**src/hw/rtl/lbsb_pkg.sv**
```systemverilog
package lbsb_pkg;

  typedef enum logic [3:0] {
    ST_INIT      = 4'd0,
    ST_PROBE     = 4'd1,
    ST_ECHO      = 4'd2,
    ST_STATION   = 4'd3,
    ST_DHCP      = 4'd4,
    ST_STATIC    = 4'd5,
    ST_JOIN      = 4'd6,
    ST_SINGLE    = 4'd7,
    ST_SERVER    = 4'd8,
    ST_CONNECTED = 4'd9,
    ST_RETRY     = 4'd10
  } link_state_e;

  typedef enum logic [3:0] {
    CMD_PROBE  = 4'd0,
    CMD_ECHO   = 4'd1,
    CMD_STA    = 4'd2,
    CMD_DHCP   = 4'd3,
    CMD_STATIC = 4'd4,
    CMD_JOIN   = 4'd5,
    CMD_SINGLE = 4'd6,
    CMD_SERVER = 4'd7,
    CMD_STATUS = 4'd8
  } cmd_e;

  typedef enum logic [1:0] {
    KIND_TICK  = 2'd0,
    KIND_RESP  = 2'd1,
    KIND_EVENT = 2'd2
  } kind_e;

  typedef enum logic [1:0] {
    EV_NONE     = 2'd0,
    EV_NET_LOST = 2'd1,
    EV_CLOSED   = 2'd2
  } event_e;

  typedef enum logic [2:0] {
    REG_DHCP_EN    = 3'd0,
    REG_SERVER_EN  = 3'd1,
    REG_BACKOFF_IN = 3'd2,
    REG_BACKOFF_MX = 3'd3,
    REG_HEALTH     = 3'd4
  } reg_idx_e;

  localparam int unsigned MsW = 16;

  localparam logic [MsW-1:0] BackoffInitRst = 16'd2000;
  localparam logic [MsW-1:0] BackoffMaxRst  = 16'd60000;
  localparam logic [MsW-1:0] HealthRst      = 16'd5000;

  localparam logic signed [3:0] StatusJoinLost  = 4'sd5;
  localparam logic signed [3:0] StatusServer    = 4'sd4;
  localparam logic signed [3:0] StatusServerOpt = 4'sd2;

  typedef struct packed {
    logic [1:0]        kind;
    logic              resp_ok;
    logic              resp_already;
    logic signed [3:0] status_code;
    logic [1:0]        event_code;
  } in_item_t;

  typedef struct packed {
    logic [3:0]     link_state;
    logic           cmd_valid;
    logic [3:0]     cmd_id;
    logic           connected;
    logic [MsW-1:0] retry_delay_ms;
  } out_item_t;

endpackage

```
**src/hw/rtl/link_bringup_sequencer_backoff.sv**
```systemverilog
// An accepted item is held in the input register, then its result in the result register.
// Throughput: one item per cycle unless stalled; the state update is one pass of logic.
// Decoupling: the input register can take a new item while a result waits, if it is empty.
// Reset: config registers go to 1, 1, 2000, 60000, 5000; link state to init,
// retry goal to probe, delay to 2000, counters and the status flag to zero.
module link_bringup_sequencer_backoff
  import lbsb_pkg::*;
(
  input  logic      clk_i,
  input  logic      rst_ni,
  input  logic      in_valid_i,
  output logic      in_stall_o,
  input  in_item_t  in_data_i,
  output logic      out_valid_o,
  input  logic      out_stall_i,
  output out_item_t out_data_o,
  input  logic      cfg_valid_i,
  output logic      cfg_ready_o,
  input  logic [2:0] cfg_index_i,
  input  logic [MsW-1:0] cfg_data_i
);

  function automatic logic [MsW-1:0] sat_inc(input logic [MsW-1:0] v);
    return (v == '1) ? v : v + 1'b1;
  endfunction

  logic           dhcp_en_q, server_en_q;
  logic [MsW-1:0] backoff_init_q, backoff_max_q, health_q;

  assign cfg_ready_o = 1'b1;

  always_ff @(posedge clk_i or negedge rst_ni) begin
    if (!rst_ni) begin
      dhcp_en_q      <= 1'b1;
      server_en_q    <= 1'b1;
      backoff_init_q <= BackoffInitRst;
      backoff_max_q  <= BackoffMaxRst;
      health_q       <= HealthRst;
    end else if (cfg_valid_i && cfg_ready_o) begin
      unique case (cfg_index_i)
        REG_DHCP_EN:    dhcp_en_q      <= cfg_data_i[0];
        REG_SERVER_EN:  server_en_q    <= cfg_data_i[0];
        REG_BACKOFF_IN: backoff_init_q <= cfg_data_i;
        REG_BACKOFF_MX: backoff_max_q  <= cfg_data_i;
        REG_HEALTH:     health_q       <= cfg_data_i;
        default: ;
      endcase
    end
  end

  // input stage
  logic     item_valid_q;
  in_item_t item_q;
  logic     advance;
  logic     out_valid_q;
  out_item_t out_q;

  assign advance    = item_valid_q && (!out_valid_q || !out_stall_i);
  assign in_stall_o = item_valid_q && out_valid_q && out_stall_i;

  always_ff @(posedge clk_i or negedge rst_ni) begin
    if (!rst_ni) begin
      item_valid_q <= 1'b0;
    end else if (!in_stall_o) begin
      item_valid_q <= in_valid_i;
    end
  end

  always_ff @(posedge clk_i) begin
    if (in_valid_i && !in_stall_o) begin
      item_q <= in_data_i;
    end
  end

  // link state
  link_state_e    state_q, state_d, goal_q, goal_d, go_st, rt_goal;
  logic [MsW-1:0] delay_q, delay_d, since_entry_q, since_entry_d;
  logic [MsW-1:0] since_health_q, since_health_d, se_inc, sh_inc, rt_base;
  logic [MsW:0]   rt_dbl;
  logic           await_q, await_d, go_en, rt_en, rt_reset, cmd_v;
  logic [3:0]     cmd_id;

  always_comb begin
    state_d        = state_q;
    goal_d         = goal_q;
    delay_d        = delay_q;
    since_entry_d  = since_entry_q;
    since_health_d = since_health_q;
    await_d        = await_q;
    go_en          = 1'b0;
    go_st          = state_q;
    rt_en          = 1'b0;
    rt_reset       = 1'b0;
    rt_goal        = ST_PROBE;
    cmd_v          = 1'b0;
    cmd_id         = CMD_PROBE;
    se_inc         = sat_inc(since_entry_q);
    sh_inc         = sat_inc(since_health_q);
    rt_base        = '0;
    rt_dbl         = '0;

    case (item_q.kind)
      KIND_TICK: begin
        if (state_q == ST_INIT) begin
          go_en = 1'b1;
          go_st = ST_PROBE;
        end else if (state_q == ST_RETRY) begin
          since_entry_d = se_inc;
          if (se_inc >= delay_q) begin
            go_en = 1'b1;
            go_st = goal_q;
          end
        end else if (state_q == ST_CONNECTED) begin
          since_entry_d = se_inc;
          if (!await_q) begin
            since_health_d = sh_inc;
            if (sh_inc >= health_q) begin
              since_health_d = '0;
              await_d        = 1'b1;
              cmd_v          = 1'b1;
              cmd_id         = CMD_STATUS;
            end
          end
        end else begin
          since_entry_d = se_inc;
        end
      end
      KIND_RESP: begin
        case (state_q)
          ST_PROBE, ST_STATION, ST_STATIC, ST_SINGLE: begin
            if (item_q.resp_ok) begin
              go_en = 1'b1;
              unique case (state_q)
                ST_PROBE:   go_st = ST_ECHO;
                ST_STATION: go_st = ST_DHCP;
                ST_STATIC:  go_st = ST_JOIN;
                default:    go_st = server_en_q ? ST_SERVER : ST_CONNECTED;
              endcase
            end else begin
              rt_en   = 1'b1;
              rt_goal = state_q;
            end
          end
          ST_ECHO: begin
            go_en = 1'b1;
            go_st = ST_STATION;
          end
          ST_DHCP: begin
            if (item_q.resp_ok) begin
              go_en = 1'b1;
              go_st = dhcp_en_q ? ST_JOIN : ST_STATIC;
            end else begin
              rt_en   = 1'b1;
              rt_goal = ST_DHCP;
            end
          end
          ST_JOIN: begin
            if (item_q.resp_ok) begin
              delay_d = backoff_init_q;
              go_en   = 1'b1;
              go_st   = ST_SINGLE;
            end else begin
              rt_en   = 1'b1;
              rt_goal = ST_JOIN;
            end
          end
          ST_SERVER: begin
            if (item_q.resp_ok || item_q.resp_already) begin
              delay_d = backoff_init_q;
              go_en   = 1'b1;
              go_st   = ST_CONNECTED;
            end else begin
              rt_en   = 1'b1;
              rt_goal = ST_SERVER;
            end
          end
          ST_CONNECTED: begin
            if (await_q) begin
              await_d = 1'b0;
              if (!item_q.resp_ok || item_q.status_code == StatusJoinLost ||
                  item_q.status_code < 0) begin
                rt_en    = 1'b1;
                rt_reset = 1'b1;
                rt_goal  = ST_JOIN;
              end else if (item_q.status_code == StatusServer ||
                           (item_q.status_code == StatusServerOpt && server_en_q)) begin
                rt_en    = 1'b1;
                rt_reset = 1'b1;
                rt_goal  = ST_SERVER;
              end
            end
          end
          default: ;
        endcase
      end
      KIND_EVENT: begin
        if (state_q == ST_CONNECTED) begin
          if (item_q.event_code == EV_NET_LOST) begin
            rt_en    = 1'b1;
            rt_reset = 1'b1;
            rt_goal  = ST_JOIN;
          end else if (item_q.event_code == EV_CLOSED && server_en_q) begin
            rt_en    = 1'b1;
            rt_reset = 1'b1;
            rt_goal  = ST_SERVER;
          end
        end
      end
      default: ;
    endcase

    if (rt_en) begin
      rt_base = rt_reset ? backoff_init_q : delay_q;
      rt_dbl  = {rt_base, 1'b0};
      delay_d = (rt_dbl > {1'b0, backoff_max_q}) ? backoff_max_q : rt_dbl[MsW-1:0];
      goal_d  = rt_goal;
      await_d = 1'b0;
      go_en   = 1'b1;
      go_st   = ST_RETRY;
    end

    if (go_en) begin
      state_d       = go_st;
      since_entry_d = '0;
      if (go_st inside {ST_PROBE, ST_ECHO, ST_STATION, ST_DHCP, ST_STATIC,
                        ST_JOIN, ST_SINGLE, ST_SERVER}) begin
        cmd_v  = 1'b1;
        cmd_id = 4'(go_st) - 4'd1;
      end
      if (go_st == ST_CONNECTED) begin
        since_health_d = '0;
        await_d        = 1'b0;
      end
    end
  end

  always_ff @(posedge clk_i or negedge rst_ni) begin
    if (!rst_ni) begin
      state_q        <= ST_INIT;
      goal_q         <= ST_PROBE;
      delay_q        <= BackoffInitRst;
      since_entry_q  <= '0;
      since_health_q <= '0;
      await_q        <= 1'b0;
    end else if (advance) begin
      state_q        <= state_d;
      goal_q         <= goal_d;
      delay_q        <= delay_d;
      since_entry_q  <= since_entry_d;
      since_health_q <= since_health_d;
      await_q        <= await_d;
    end
  end

  // result register
  always_ff @(posedge clk_i or negedge rst_ni) begin
    if (!rst_ni) begin
      out_valid_q <= 1'b0;
    end else if (advance) begin
      out_valid_q <= 1'b1;
    end else if (!out_stall_i) begin
      out_valid_q <= 1'b0;
    end
  end

  always_ff @(posedge clk_i) begin
    if (advance) begin
      out_q.link_state     <= 4'(state_d);
      out_q.cmd_valid      <= cmd_v;
      out_q.cmd_id         <= cmd_id;
      out_q.connected      <= (state_d == ST_CONNECTED);
      out_q.retry_delay_ms <= delay_d;
    end
  end

  assign out_valid_o = out_valid_q;
  assign out_data_o  = out_q;

endmodule

```
**config.mk**
```make
export PLATFORM = sky130hd
export DESIGN_NAME = link_bringup_sequencer_backoff
export DESIGN_NICKNAME = d
export VERILOG_FILES = /design/src/hw/rtl/lbsb_pkg.sv /design/src/hw/rtl/link_bringup_sequencer_backoff.sv
export SDC_FILE = /design/constraint.sdc
export NUM_CORES = 1
export LEC_CHECK = 0
export ABC_AREA = 0
export BUFFER_PORTS_ARGS = -buffer_cell sky130_fd_sc_hd__buf_2
export CORE_ASPECT_RATIO = 2
export CORE_UTILIZATION = 60
export CTS_CLUSTER_SIZE = 28
export DETAILED_ROUTE_END_ITERATION = 8
export GPL_ROUTABILITY_DRIVEN = 0
export PLACE_DENSITY = 0.9
export SYNTH_ARGS = -nofsm -noshare
export SYNTH_HDL_FRONTEND = slang
export SYNTH_SLANG_ARGS = --single-unit
```
**constraint.sdc**
```tcl
create_clock -name clk_i -period 8.4 [get_ports clk_i]
set_input_delay 2.1 -clock clk_i [delete_from_list [all_inputs] [get_ports clk_i]]
set_output_delay 2.1 -clock clk_i [all_outputs]
set_load 0.02 [all_outputs]
```
==> impl_metrics.env <==
export IMPL_worst_endpoint_arrival_ps=6020
export IMPL_synth_edf_count=36
export IMPL_post_place_cells=1140
export IMPL_timing_max_slew_rel_slack_pct=15.7
export IMPL_tritoncts_clock_tree="built"
export IMPL_grt_setup_unrepaired="false"
export IMPL_timing_critical_path_slowest_stage_cell="or3b_2"
export IMPL_die_area_um2=15200
export IMPL_die_h_um=174
export IMPL_htree_levels=4
export IMPL_global_route_overflow_total=0
export IMPL_floorplan_die_width_um=87.8
export IMPL_yosys_cell_count_top_type="nand2_1"
export IMPL_cp_bufs_invs=1
export IMPL_ioPinCount=63
export IMPL_post_synth_main_area_contributors="dfrtp_1 23%, edfxtp_1 12%, dfstp_2 8.0%"
export IMPL_leakagePower_nw=4.44
export IMPL_worst_clock_skew_ps=8.86
export IMPL_area_used_by_multi_input_combinational_logic_um2=4570
export IMPL_n_antenna_cell=0
export IMPL_dr_pass1_iters=5
export IMPL_tightest_pin_transition_ps=1260
export IMPL_status="finished, final reports clean"
export IMPL_startpoint_type="register"
export IMPL_worst_setup_path_end_kind="register"
export IMPL_required_ps=8570
export IMPL_number_of_vias_per_cell_after_detailed_routing=6.35
export IMPL_synth_area_um2=8830
export IMPL_route_antenna_remaining_nets=0
export IMPL_grt_use_total_pct=31.0
export IMPL_floorplan_core_area_um2=14400
export IMPL_regArea_um2=3840
export IMPL_grt_pass1_vias=7468
export IMPL_setup_worst_path_class="register to register"
export IMPL_fillerInstances=1030
export IMPL_tritoncts_num_buffers=17
export IMPL_share_of_synthesized_flip_flops_with_an_asynchronous_set_or_reset_pct=75.2
export IMPL_syn_instance_count=926
export IMPL_timing_critical_path_max_delay_family="simple AND/OR/NAND/NOR gates"
export IMPL_vias=7438
export IMPL_clock_sinks=145
export IMPL_min_path_type="register to register"
export IMPL_cts_setup_buffers=0
export IMPL_nets=1057
export IMPL_syn_area_per_cell_um2=9.54
export IMPL_clk_transition_reported_paths_ps=60
export IMPL_ys_warn_count=0
export IMPL_post_synth_top_area_cell="dfrtp_1"
export IMPL_routedWlPerCell_um=18.8
export IMPL_power_density_cell_area_nw_per_um2=291
export IMPL_post_synth_most_frequent_cells="114 x nand2_1, 82 x dfrtp_1, 69 x o21ai_0"
export IMPL_post_route_drc_count=0
export IMPL_area_share_of_the_leading_cell_type_in_the_synthesized_netlist_pct=23.2
export IMPL_first_iter_violations=735
export IMPL_cts_repair_resize_count=0
export IMPL_grt_start_max_net_pins=78
export IMPL_clock_tree_buffer_depth=2
export IMPL_post_route_period_util_pct=69.7
export IMPL_post_layout_total_power_mw=2.86
export IMPL_finalHoldViolations=0
export IMPL_worst_skew_pair_late_latency_ps=430
export IMPL_max_freq_mhz=171
export IMPL_synth_sequential_area_ratio_pct=43.5
export IMPL_cts_root_buffer_cell="clkbuf_16"
export IMPL_max_stage_delay_ps=590
export IMPL_start_util_pct=61.6
export IMPL_post_cts_hold_buffer_count=0
export IMPL_final_min_clock_period_ps=5850
export IMPL_fp_row_count=62
export IMPL_vdd_ir_drop_worst_v=0.000193
export IMPL_areaGrowthSynthToFinish_pct=11.2
export IMPL_synth_net_count=1016
export IMPL_drv_max_cap_violation_count=0
export IMPL_io_buffers=61
export IMPL_ys_seq_elements=145
export IMPL_setup_viol=0
export IMPL_critical_path_peak_fanout=8
export IMPL_final_max_slew_viol_count=0
export IMPL_detailedPlacementHpwl_mm=15.7
export IMPL_drive_above_1_share_pct=20.4
export IMPL_post_layout_nonfiller_instances=1172
export IMPL_ys_types=66
export IMPL_fin_setup_tns_ps=0
export IMPL_postSynth_topFlopCell="dfrtp_1"
export IMPL_grt_first_pass_wirelength_mm=36.1
export IMPL_routed_wirelength_mm=22.1
export IMPL_hold_worst_slack_ps=507
export IMPL_cp_cell_sequence="nand4_1, nor2_1, nand3_1, or3b_2, nand4_1, nor2_1, nand3_1, xnor2_1, ha_1, a21oi_1, o21ai_0, a221oi_1, o21ai_0, and2_1, a311oi_1, or2_2, inv_1, ha_1, o31ai_1, o22ai_1, a21oi_1, mux2i_1"
export IMPL_antenna_violations_before_repair=0
[cell families (layout without fill, tap and decap cells)]
kind of cell,after synthesis,count (layout),share of synthesized area [%]
adders and majority gates,56,56,7.93
muxes,70,70,8.70
other,1,1,0.0425
and+or+nand+nor,293,293,16.8
xor gates and xnor gates,16,16,1.59
buffers and inverters,115,169,5.04
DFF,145,145,43.5
AOI/OAI and AO/OA,230,230,16.4
[placed cells by master (no fill, tap or decap), types with 12 or more instances in the layout]
cell type	instances
a21o_1	16
a21oi_1	67
nand4_1	12
o32ai_1	16
dfrtp_1	82
nand2_1	114
buf_2	60
nor2_1	43
clkbuf_16	17
dfstp_2	27
inv_1	68
ha_1	56
edfxtp_1	36
and3_1	27
mux2i_1	16
mux2_2	54
nand3_1	23
o21ai_0	68
[final cells by class]
type,instances,share of cell area (%)
flip-flops and latches,145,39.1
inverters,69,2.64
well taps,192,2.45
repair buffers,68,3.67
multi-input cells,666,46.5
clock inverters,4,0.217
clock buffers,28,5.36
[per-stage QoR]
stage / utilization [%] / worst slack (ps) / instance area, µm²
after global placement: 64.6 / 2980 / 9270
after floorplan: - / 3380 / 8830
after global routing: 68.4 / 2150 / 9820
final: 68.4 / 2550 / 9820
after CTS: 68.4 / 2700 / 9820
after detailed placement: 64.6 / 2860 / 9270
[registers in the layout, indices dropped and copies added (netlist names), 10 cells and up]
register and count:
since_entry_q 16, item_q 10, backoff_max_q 16, since_health_q 16
out_data_o 26, backoff_init_q 16, delay_q 16, health_q 16
[worst paths after layout]
path                                       start           endpoint  slack [ps]  depth (start not counted)
worst max-delay path            since_entry_q[3]     out_data_o[20]        2550                         22
worst min-delay path                item_valid_q        out_valid_o         510                          1
worst max register to register  since_entry_q[3]     out_data_o[20]        2550                         22
worst min register to register      item_valid_q        out_valid_o         510                          1
max in group asynchronous                 rst_ni       health_q[11]        5440                          2
min in group asynchronous                 rst_ni  since_entry_q[15]        1620                          1
[power by group]
part | switching [mW] | internal, mW | total (mW)
sequential | 0.160 | 0.931 | 1.09
combinational | 0.628 | 0.433 | 1.06
clock | 0.283 | 0.423 | 0.706
[per-layer routing]
| metal | share of wire, % | GRT usage, % | vias up |
|---|---|---|---|
| met5 | 0 | 0 | - |
| met4 | 6.2 | 20.4 | 0 |
| met3 | 5.4 | 5.62 | 122 |
| met2 | 53 | 53.4 | 361 |
| met1 | 35 | 33.6 | 3536 |
| li1 | - | - | 3419 |
(Power assumes the default switching activity.)
